File: config.mk
export PLATFORM = sky130hd
export DESIGN_NAME = signed_int_to_decimal_ascii_core
export DESIGN_NICKNAME = d
export VERILOG_FILES = /design/src/rtl/sitda_pkg.sv /design/src/rtl/signed_int_to_decimal_ascii_core.sv /design/src/rtl/sitda_front.sv /design/src/rtl/sitda_back.sv
export SDC_FILE = /design/constraint.sdc
export NUM_CORES = 1
export LEC_CHECK = 0
export BUFFER_PORTS_ARGS = -buffer_cell sky130_fd_sc_hd__buf_2
export CAP_MARGIN = 5
export CORE_UTILIZATION = 35
export CTS_CLUSTER_SIZE = 40
export DETAILED_ROUTE_END_ITERATION = 16
export GPL_ROUTABILITY_DRIVEN = 0
export PLACE_DENSITY_LB_ADDON = 0.12
export SYNTH_ARGS = -nofsm -noshare
export SYNTH_HDL_FRONTEND = slang
export SYNTH_SLANG_ARGS = --single-unit
File: constraint.sdc
create_clock -name clk_i -period 2.5 [get_ports clk_i]
set_clock_uncertainty 0.1 [all_clocks]
set_input_delay 0.375 -clock clk_i [delete_from_list [all_inputs] [get_ports clk_i]]
set_output_delay 0.375 -clock clk_i [all_outputs]
set_load 0.02 [all_outputs]
File: src/rtl/sitda_pkg.sv
`timescale 1ns / 1ps
`default_nettype none

package sitda_pkg;

  // Input word and decimal layout
  localparam int ValueW    = 32;
  localparam int NumDigits = 10;
  localparam int DigitW    = 4;
  localparam int BcdW      = NumDigits * DigitW;
  localparam int IdxW      = 4;
  localparam int CharW     = 8;

  // Double dabble retires two input bits per conversion cycle
  localparam int BitsPerStep = 2;
  localparam int ConvSteps   = ValueW / BitsPerStep;
  localparam int ConvCntW    = 4;

  // ASCII codes
  localparam logic [CharW-1:0] CharZero  = 8'h30;
  localparam logic [CharW-1:0] CharMinus = 8'h2D;

  // Classified item passed from the front to the back
  typedef struct packed {
    logic              neg;
    logic [ValueW-1:0] mag;
  } item_t;

endpackage

`default_nettype wire

File: src/rtl/signed_int_to_decimal_ascii_core.sv
`timescale 1ns / 1ps
`default_nettype none

// Converts a 32-bit two's complement integer into its decimal ASCII text, one
// character per result: an optional '-' followed by the digits, most
// significant first, with no leading zeros ('0' for zero); last_char_o marks
// the final character. Both sides look like a queue (push/full in,
// empty/pop out). A two-entry queue after the input classifier takes new
// numbers while the converter works. The converter takes one number at a time:
// it loads the number, runs a double dabble of two bits per cycle, finds the
// leading digit in StLead, then hands out one character per cycle while the
// result side pops without stalls, and takes the next number only after the
// last character of the current one has been handed out.
module signed_int_to_decimal_ascii_core import sitda_pkg::*; (
  input  wire logic                     clk_i,
  input  wire logic                     rst_ni,
  input  wire logic                     push,
  output logic                          full,
  input  wire logic signed [ValueW-1:0] value_i,
  output logic                          empty,
  input  wire logic                     pop,
  output logic [CharW-1:0]              text_char_o,
  output logic                          last_char_o
);

  logic  item_valid;
  logic  item_take;
  item_t item;

  sitda_front u_front (
    .clk_i        (clk_i),
    .rst_ni       (rst_ni),
    .push         (push),
    .full         (full),
    .value_i      (value_i),
    .item_valid_o (item_valid),
    .item_o       (item),
    .item_take_i  (item_take)
  );

  sitda_back u_back (
    .clk_i        (clk_i),
    .rst_ni       (rst_ni),
    .item_valid_i (item_valid),
    .item_i       (item),
    .item_take_o  (item_take),
    .empty        (empty),
    .pop          (pop),
    .text_char_o  (text_char_o),
    .last_char_o  (last_char_o)
  );

endmodule

`default_nettype wire

File: src/rtl/sitda_front.sv
`timescale 1ns / 1ps
`default_nettype none

module sitda_front import sitda_pkg::*; (
  input  wire logic              clk_i,
  input  wire logic              rst_ni,
  input  wire logic              push,
  output logic                   full,
  input  wire logic [ValueW-1:0] value_i,
  output logic                   item_valid_o,
  output item_t                  item_o,
  input  wire logic              item_take_i
);

  localparam int Depth = 2;

  item_t       entries_q [Depth];
  logic        wr_ptr_q;
  logic        rd_ptr_q;
  logic [1:0]  count_q;
  logic        wr_en;
  logic        rd_en;
  item_t       item_in;

  // Classify: split sign and form the unsigned magnitude
  always_comb begin
    item_in.neg = value_i[ValueW-1];
    item_in.mag = item_in.neg ? (ValueW'(0) - value_i) : value_i;
  end

  assign full         = (count_q == 2'(Depth));
  assign item_valid_o = (count_q != 2'd0);
  assign item_o       = entries_q[rd_ptr_q];
  assign wr_en        = push && !full;
  assign rd_en        = item_take_i && item_valid_o;

  // Store accepted items
  always_ff @(posedge clk_i) begin
    if (wr_en) begin
      entries_q[wr_ptr_q] <= item_in;
    end
  end

  // Advance pointers and occupancy
  always_ff @(posedge clk_i or negedge rst_ni) begin
    if (!rst_ni) begin
      wr_ptr_q <= 1'b0;
      rd_ptr_q <= 1'b0;
      count_q  <= 2'd0;
    end else begin
      if (wr_en) wr_ptr_q <= ~wr_ptr_q;
      if (rd_en) rd_ptr_q <= ~rd_ptr_q;
      case ({wr_en, rd_en})
        2'b10:   count_q <= count_q + 2'd1;
        2'b01:   count_q <= count_q - 2'd1;
        default: count_q <= count_q;
      endcase
    end
  end

endmodule

`default_nettype wire

File: src/rtl/sitda_back.sv
`timescale 1ns / 1ps
`default_nettype none

module sitda_back import sitda_pkg::*; (
  input  wire logic             clk_i,
  input  wire logic             rst_ni,
  input  wire logic             item_valid_i,
  input  wire item_t            item_i,
  output logic                  item_take_o,
  output logic                  empty,
  input  wire logic             pop,
  output logic [CharW-1:0]      text_char_o,
  output logic                  last_char_o
);

  typedef enum logic [1:0] {
    StIdle,
    StConv,
    StLead,
    StEmit
  } state_e;

  state_e              state_q, state_d;
  logic [ValueW-1:0]   shift_q, shift_d;
  logic [BcdW-1:0]     bcd_q, bcd_d;
  logic [ConvCntW-1:0] cnt_q, cnt_d;
  logic [IdxW-1:0]     idx_q, idx_d;
  logic                sign_q, sign_d;
  logic                out_valid_q, out_valid_d;
  logic [CharW-1:0]    char_q, char_d;
  logic                last_q, last_d;
  logic [IdxW-1:0]     top_idx;
  logic [DigitW-1:0]   cur_digit;
  logic                slot_free;

  // One double dabble step: correct each digit, then shift in a bit
  function automatic logic [BcdW-1:0] dabble(input logic [BcdW-1:0] bcd, input logic bit_in);
    logic [BcdW-1:0] adj;
    adj = bcd;
    for (int i = 0; i < NumDigits; i++) begin
      if (bcd[i*DigitW +: DigitW] >= 4'd5) begin
        adj[i*DigitW +: DigitW] = bcd[i*DigitW +: DigitW] + 4'd3;
      end
    end
    return {adj[BcdW-2:0], bit_in};
  endfunction

  // Find the most significant nonzero digit; zero keeps the ones digit
  always_comb begin
    top_idx = '0;
    for (int i = 1; i < NumDigits; i++) begin
      if (bcd_q[i*DigitW +: DigitW] != 4'd0) begin
        top_idx = IdxW'(i);
      end
    end
  end

  assign cur_digit   = bcd_q[{idx_q, 2'b00} +: DigitW];
  assign slot_free   = !out_valid_q || pop;
  assign item_take_o = (state_q == StIdle) && item_valid_i;
  assign empty       = !out_valid_q;
  assign text_char_o = char_q;
  assign last_char_o = last_q;

  // Next state and output register
  always_comb begin
    state_d     = state_q;
    shift_d     = shift_q;
    bcd_d       = bcd_q;
    cnt_d       = cnt_q;
    idx_d       = idx_q;
    sign_d      = sign_q;
    char_d      = char_q;
    last_d      = last_q;
    out_valid_d = out_valid_q && !pop;

    case (state_q)
      StIdle: begin
        if (item_valid_i) begin
          shift_d = item_i.mag;
          sign_d  = item_i.neg;
          bcd_d   = '0;
          cnt_d   = ConvCntW'(ConvSteps - 1);
          state_d = StConv;
        end
      end
      StConv: begin
        bcd_d   = dabble(dabble(bcd_q, shift_q[ValueW-1]), shift_q[ValueW-2]);
        shift_d = {shift_q[ValueW-BitsPerStep-1:0], {BitsPerStep{1'b0}}};
        cnt_d   = cnt_q - ConvCntW'(1);
        if (cnt_q == '0) begin
          state_d = StLead;
        end
      end
      StLead: begin
        // Start the digit walk at the leading digit of the finished BCD word
        idx_d   = top_idx;
        state_d = StEmit;
      end
      StEmit: begin
        if (slot_free) begin
          out_valid_d = 1'b1;
          if (sign_q) begin
            char_d = CharMinus;
            last_d = 1'b0;
            sign_d = 1'b0;
          end else begin
            char_d = CharZero + CharW'(cur_digit);
            last_d = (idx_q == '0);
            if (idx_q == '0) begin
              state_d = StIdle;
            end else begin
              idx_d = idx_q - IdxW'(1);
            end
          end
        end
      end
      default: begin
        state_d = StIdle;
      end
    endcase
  end

  // Hold state, datapath and the result register
  always_ff @(posedge clk_i or negedge rst_ni) begin
    if (!rst_ni) begin
      state_q     <= StIdle;
      out_valid_q <= 1'b0;
      cnt_q       <= '0;
      idx_q       <= '0;
      sign_q      <= 1'b0;
      shift_q     <= '0;
      bcd_q       <= '0;
      char_q      <= '0;
      last_q      <= 1'b0;
    end else begin
      state_q     <= state_d;
      out_valid_q <= out_valid_d;
      cnt_q       <= cnt_d;
      idx_q       <= idx_d;
      sign_q      <= sign_d;
      shift_q     <= shift_d;
      bcd_q       <= bcd_d;
      char_q      <= char_d;
      last_q      <= last_d;
    end
  end

endmodule

`default_nettype wire

==> flow_summary.json <==
{
  "outcome": "complete, no violations",
  "netlist_area_mm2": 0.009089,
  "via_per_inst": 5.026,
  "clk_path_buf_depth": 2,
  "critical_path.top_delay_family": "simple AND/OR/NAND/NOR gates",
  "grt_util_met3": 0.02793,
  "drt-initial-drc-count": 405,
  "final_nets": 1046,
  "switchingPower_mw": 5.146,
  "cts-root-buf": "clkbuf_16",
  "syn-mean-instance-area_um2": 10.07,
  "drtPass1Iterations": 4,
  "ys.flop_type": "dfrtp_1",
  "synth_seq_cells": 161,
  "crit_type": "reg2reg",
  "wire_per_inst_um": 15.03,
  "clock-sinks": 161,
  "met1_usage": 0.2221,
  "finalCriticalPeriod_ps": 2353,
  "yosysSeqAreaShare": 0.4796,
  "synth_edf_count": 66,
  "worst_slew_pin_slew_ps": 631.6,
  "ys_warn_count": 0,
  "seqPwrFrac": 0.333,
  "min_path_type": "in2reg",
  "drv_slew": 0,
  "cp.required_ps": 2710,
  "dpl.hpwl_um": 13940,
  "numCtsBuffers": 17,
  "finalNonFillerCells": 1315,
  "fin_tns_setup_ps": 0,
  "start_util": 0.3589,
  "synth-async-reset-ratio": 0.5901,
  "cts_tree": "done",
  "dieArea_mm2": 0.02662,
  "critPathMaxFanout": 5,
  "placedCellCount": 1281,
  "ant_nets": 0,
  "clock_power_share": 0.208,
  "crit_path_cell_trace": "inv_1 -> ha_1 -> nand2b_1 -> nor3b_1 -> a21oi_1 -> inv_1 -> ha_1 -> nand4b_1 -> and3_1 -> a221o_1",
  "cp_slowest_cell": "dfrtp_1",
  "gr-max-usage-layer": "met2",
  "path_buf_inv": 2,
  "setup_viol": 0,
  "max_stage_delay_ps": 410,
  "grt_first_pass_wirelength_um": 33380,
  "area_delta_synth_final_pct": 16.59,
  "post-place-ws_ps": 88.58,
  "grt_pass1_vias": 6443,
  "vias": 6609,
  "hold_viol_final": 0,
  "h-tree-depth": 4,
  "met2_usage": 0.2504,
  "fp.dieW_um": 163.1,
  "synth_area_leaders": "dfrtp_1 26%, edfxtp_1 22%, ha_1 5.2%",
  "grt_start_max_net_pins": 49,
  "maxCapViolCount": 0,
  "clk_pin_slew_worst_paths_ps": 80,
  "synth_top_area_cell": "dfrtp_1",
  "die-height_um": 163.1,
  "yosysTopAreaCellShare": 0.2616,
  "drive_above_1_share": 0.1574,
  "rsz0062_at_grt": "false",
  "syn_inst": 903,
  "max_freq_ghz": 0.4250,
  "boundaryPins": 47,
  "antenna_found_initial": 0,
  "clk_latency_ps": 430,
  "antenna_cells": 0,
  "cp.arrival_ps": 2560,
  "swShare": 0.4126,
  "start_kind": "flip-flop",
  "ir_drop_v": 0.0004196,
  "drt_wl_total_um": 19770,
  "synthDistinctLibCells": 62,
  "period_share": 0.9411,
  "power_frac_comb": 0.459,
  "core.rowCount": 58,
  "setup_ws_ps": 147.3,
  "drc": 0,
  "p_int_mw": 7.328,
  "cp-end-kind": "flip-flop",
  "grtUsageTotal": 0.1591,
  "powerDensity_mw_per_mm2": 1177,
  "relSlewSlack": 0.5774,
  "p_leak_nw": 4.476,
  "core_mm2": 0.02533,
  "io_buffers": 44,
  "overflow": 0
}
==> cell usage in the layout, fill, tap and decap left out, types with 5 or more instances in the layout <==
| master | netlist | final |
|---|---|---|
| dfrtp_1 | 95 | 94 |
| nand2_1 | 91 | 91 |
| a21oi_1 | 82 | 80 |
| nor2_1 | 67 | 66 |
| edfxtp_1 | 66 | 66 |
| o21ai_0 | 64 | 64 |
| inv_1 | 46 | 46 |
| mux2i_1 | 46 | 46 |
| xnor2_1 | 44 | 43 |
| buf_2 | 2 | 43 |
| buf_4 | 2 | 39 |
| ha_1 | 38 | 35 |
| nor3b_1 | 21 | 21 |
| nand2b_1 | 18 | 18 |
| nor3_1 | 17 | 17 |
| clkbuf_16 | 0 | 17 |
| mux2_2 | 16 | 16 |
| o22ai_1 | 15 | 15 |
| nand3_1 | 14 | 14 |
| a221o_1 | 13 | 13 |
| xor2_1 | 10 | 10 |
| and3_1 | 9 | 9 |
| o311ai_0 | 8 | 8 |
| nand4b_1 | 8 | 8 |
| nor4_1 | 7 | 7 |
| o31ai_1 | 7 | 7 |
| inv_8 | 0 | 7 |
| o32ai_1 | 5 | 5 |
| buf_12 | 0 | 5 |
==> layout make-up <==
class | instances | area [um^2]
fill | 2487 | 14730
inverter | 46 | 172.7
tap | 330 | 412.9
clock inverter | 15 | 166.4
clock buffer | 17 | 425.4
multi-input combinational | 658 | 4441
timing repair buffer | 88 | 618.1
sequential | 161 | 4360
==> stage by stage <==
stage	hold slack [ps]	area (um^2)	utilization	total power [mW]
final	71.11	10600	0.4184	12.47
after floorplan	-20.59	9095	-	8.088
after global routing	50.78	10600	0.4184	13.55
after CTS	44.80	10570	0.4173	12.65
after global placement	221.8	9967	0.3935	9.945
after detailed placement	222.2	9967	0.3935	9.986
==> synthesized netlist by cell type, types with 7 or more instances <==
library cell   n
and3_1         9
nand2b_1      18
mux2i_1       46
o22ai_1       15
nand2_1       91
dfrtp_1       95
nor3_1        17
o31ai_1        7
o311ai_0       8
nor3b_1       21
mux2_2        16
nor2_1        67
a221o_1       13
xnor2_1       44
o21ai_0       64
xor2_1        10
nand3_1       14
a21oi_1       82
inv_1         46
nor4_1         7
nand4b_1       8
edfxtp_1      66
clkbuf_1      29
ha_1          38
==> metal layers <==
metal	routed length [um]	vias to the layer above
met1	9988	3090
met2	9105	88
met5	0	-
li1	-	3415
met3	466	16
met4	207	0
==> path summary, 6_finish.rpt <==
| check | slack, ps | cells past startpoint | to | startpoint |
|---|---|---|---|---|
| setup / recovery | 150 | 10 | u_back.bcd_q[34] | u_back.bcd_q[29] |
| max in group asynchronous | 1340 | 3 | u_back.bcd_q[7] | rst_ni |
| setup reg to reg | 150 | 10 | u_back.bcd_q[34] | u_back.bcd_q[29] |
| hold / removal | 70 | 1 | u_front.entries_q[0][0] | value_i[0] |
| min in group asynchronous | 310 | 2 | u_back.bcd_q[39] | rst_ni |
| hold reg to reg | 380 | 2 | u_back.shift_q[30] | u_back.shift_q[30] |
==> state kept, by name, summed over array words and instances (netlist names) <==
register,flops
u_front.entries_q,66
u_back.bcd_q,40
u_back.shift_q,32
u_back.text_char_o,6
u_back.cnt_q,4
u_back.idx_q,4
u_back.state_q,2
u_front.count_q,2
u_back.last_char_o,1
u_back.out_valid_q,1
u_back.sign_q,1
u_front.rd_ptr_q,1
u_front.wr_ptr_q,1
==> power groups by stage <==
| stage | registers [mW] | logic [mW] | clock network [mW] |
|---|---|---|---|
| after floorplan | 4.09 | 4.00 | 0 |
| after global placement | 4.20 | 5.74 | 0 |
| after detailed placement | 4.21 | 5.78 | 0 |
| after CTS | 4.16 | 5.80 | 2.69 |
| after global routing | 4.27 | 6.49 | 2.78 |
| final | 4.15 | 5.72 | 2.60 |
==> cell families after synthesis <==
logic type | count (synthesis) | share of synthesized area
AO/OA/AOI/OAI | 230 | 0.1550
XOR/XNOR | 54 | 0.05204
adder cells (fa/ha/maj) | 38 | 0.05231
buffers and inverters | 85 | 0.03621
flip-flops | 161 | 0.4796
multiplexers | 64 | 0.07544
other | 1 | 0.0004126
AND/OR/NAND/NOR | 270 | 0.1490
==> timing repair <==
action / in CTS / in global routing
hold buffers: 1 / 0
resized for setup: 0 / 5
endpoints found under the setup margin: 0 / 4
buffers inserted: 0 / 1
hold endpoints to repair: 24 / 0
Power figures use the tool's default switching activity.
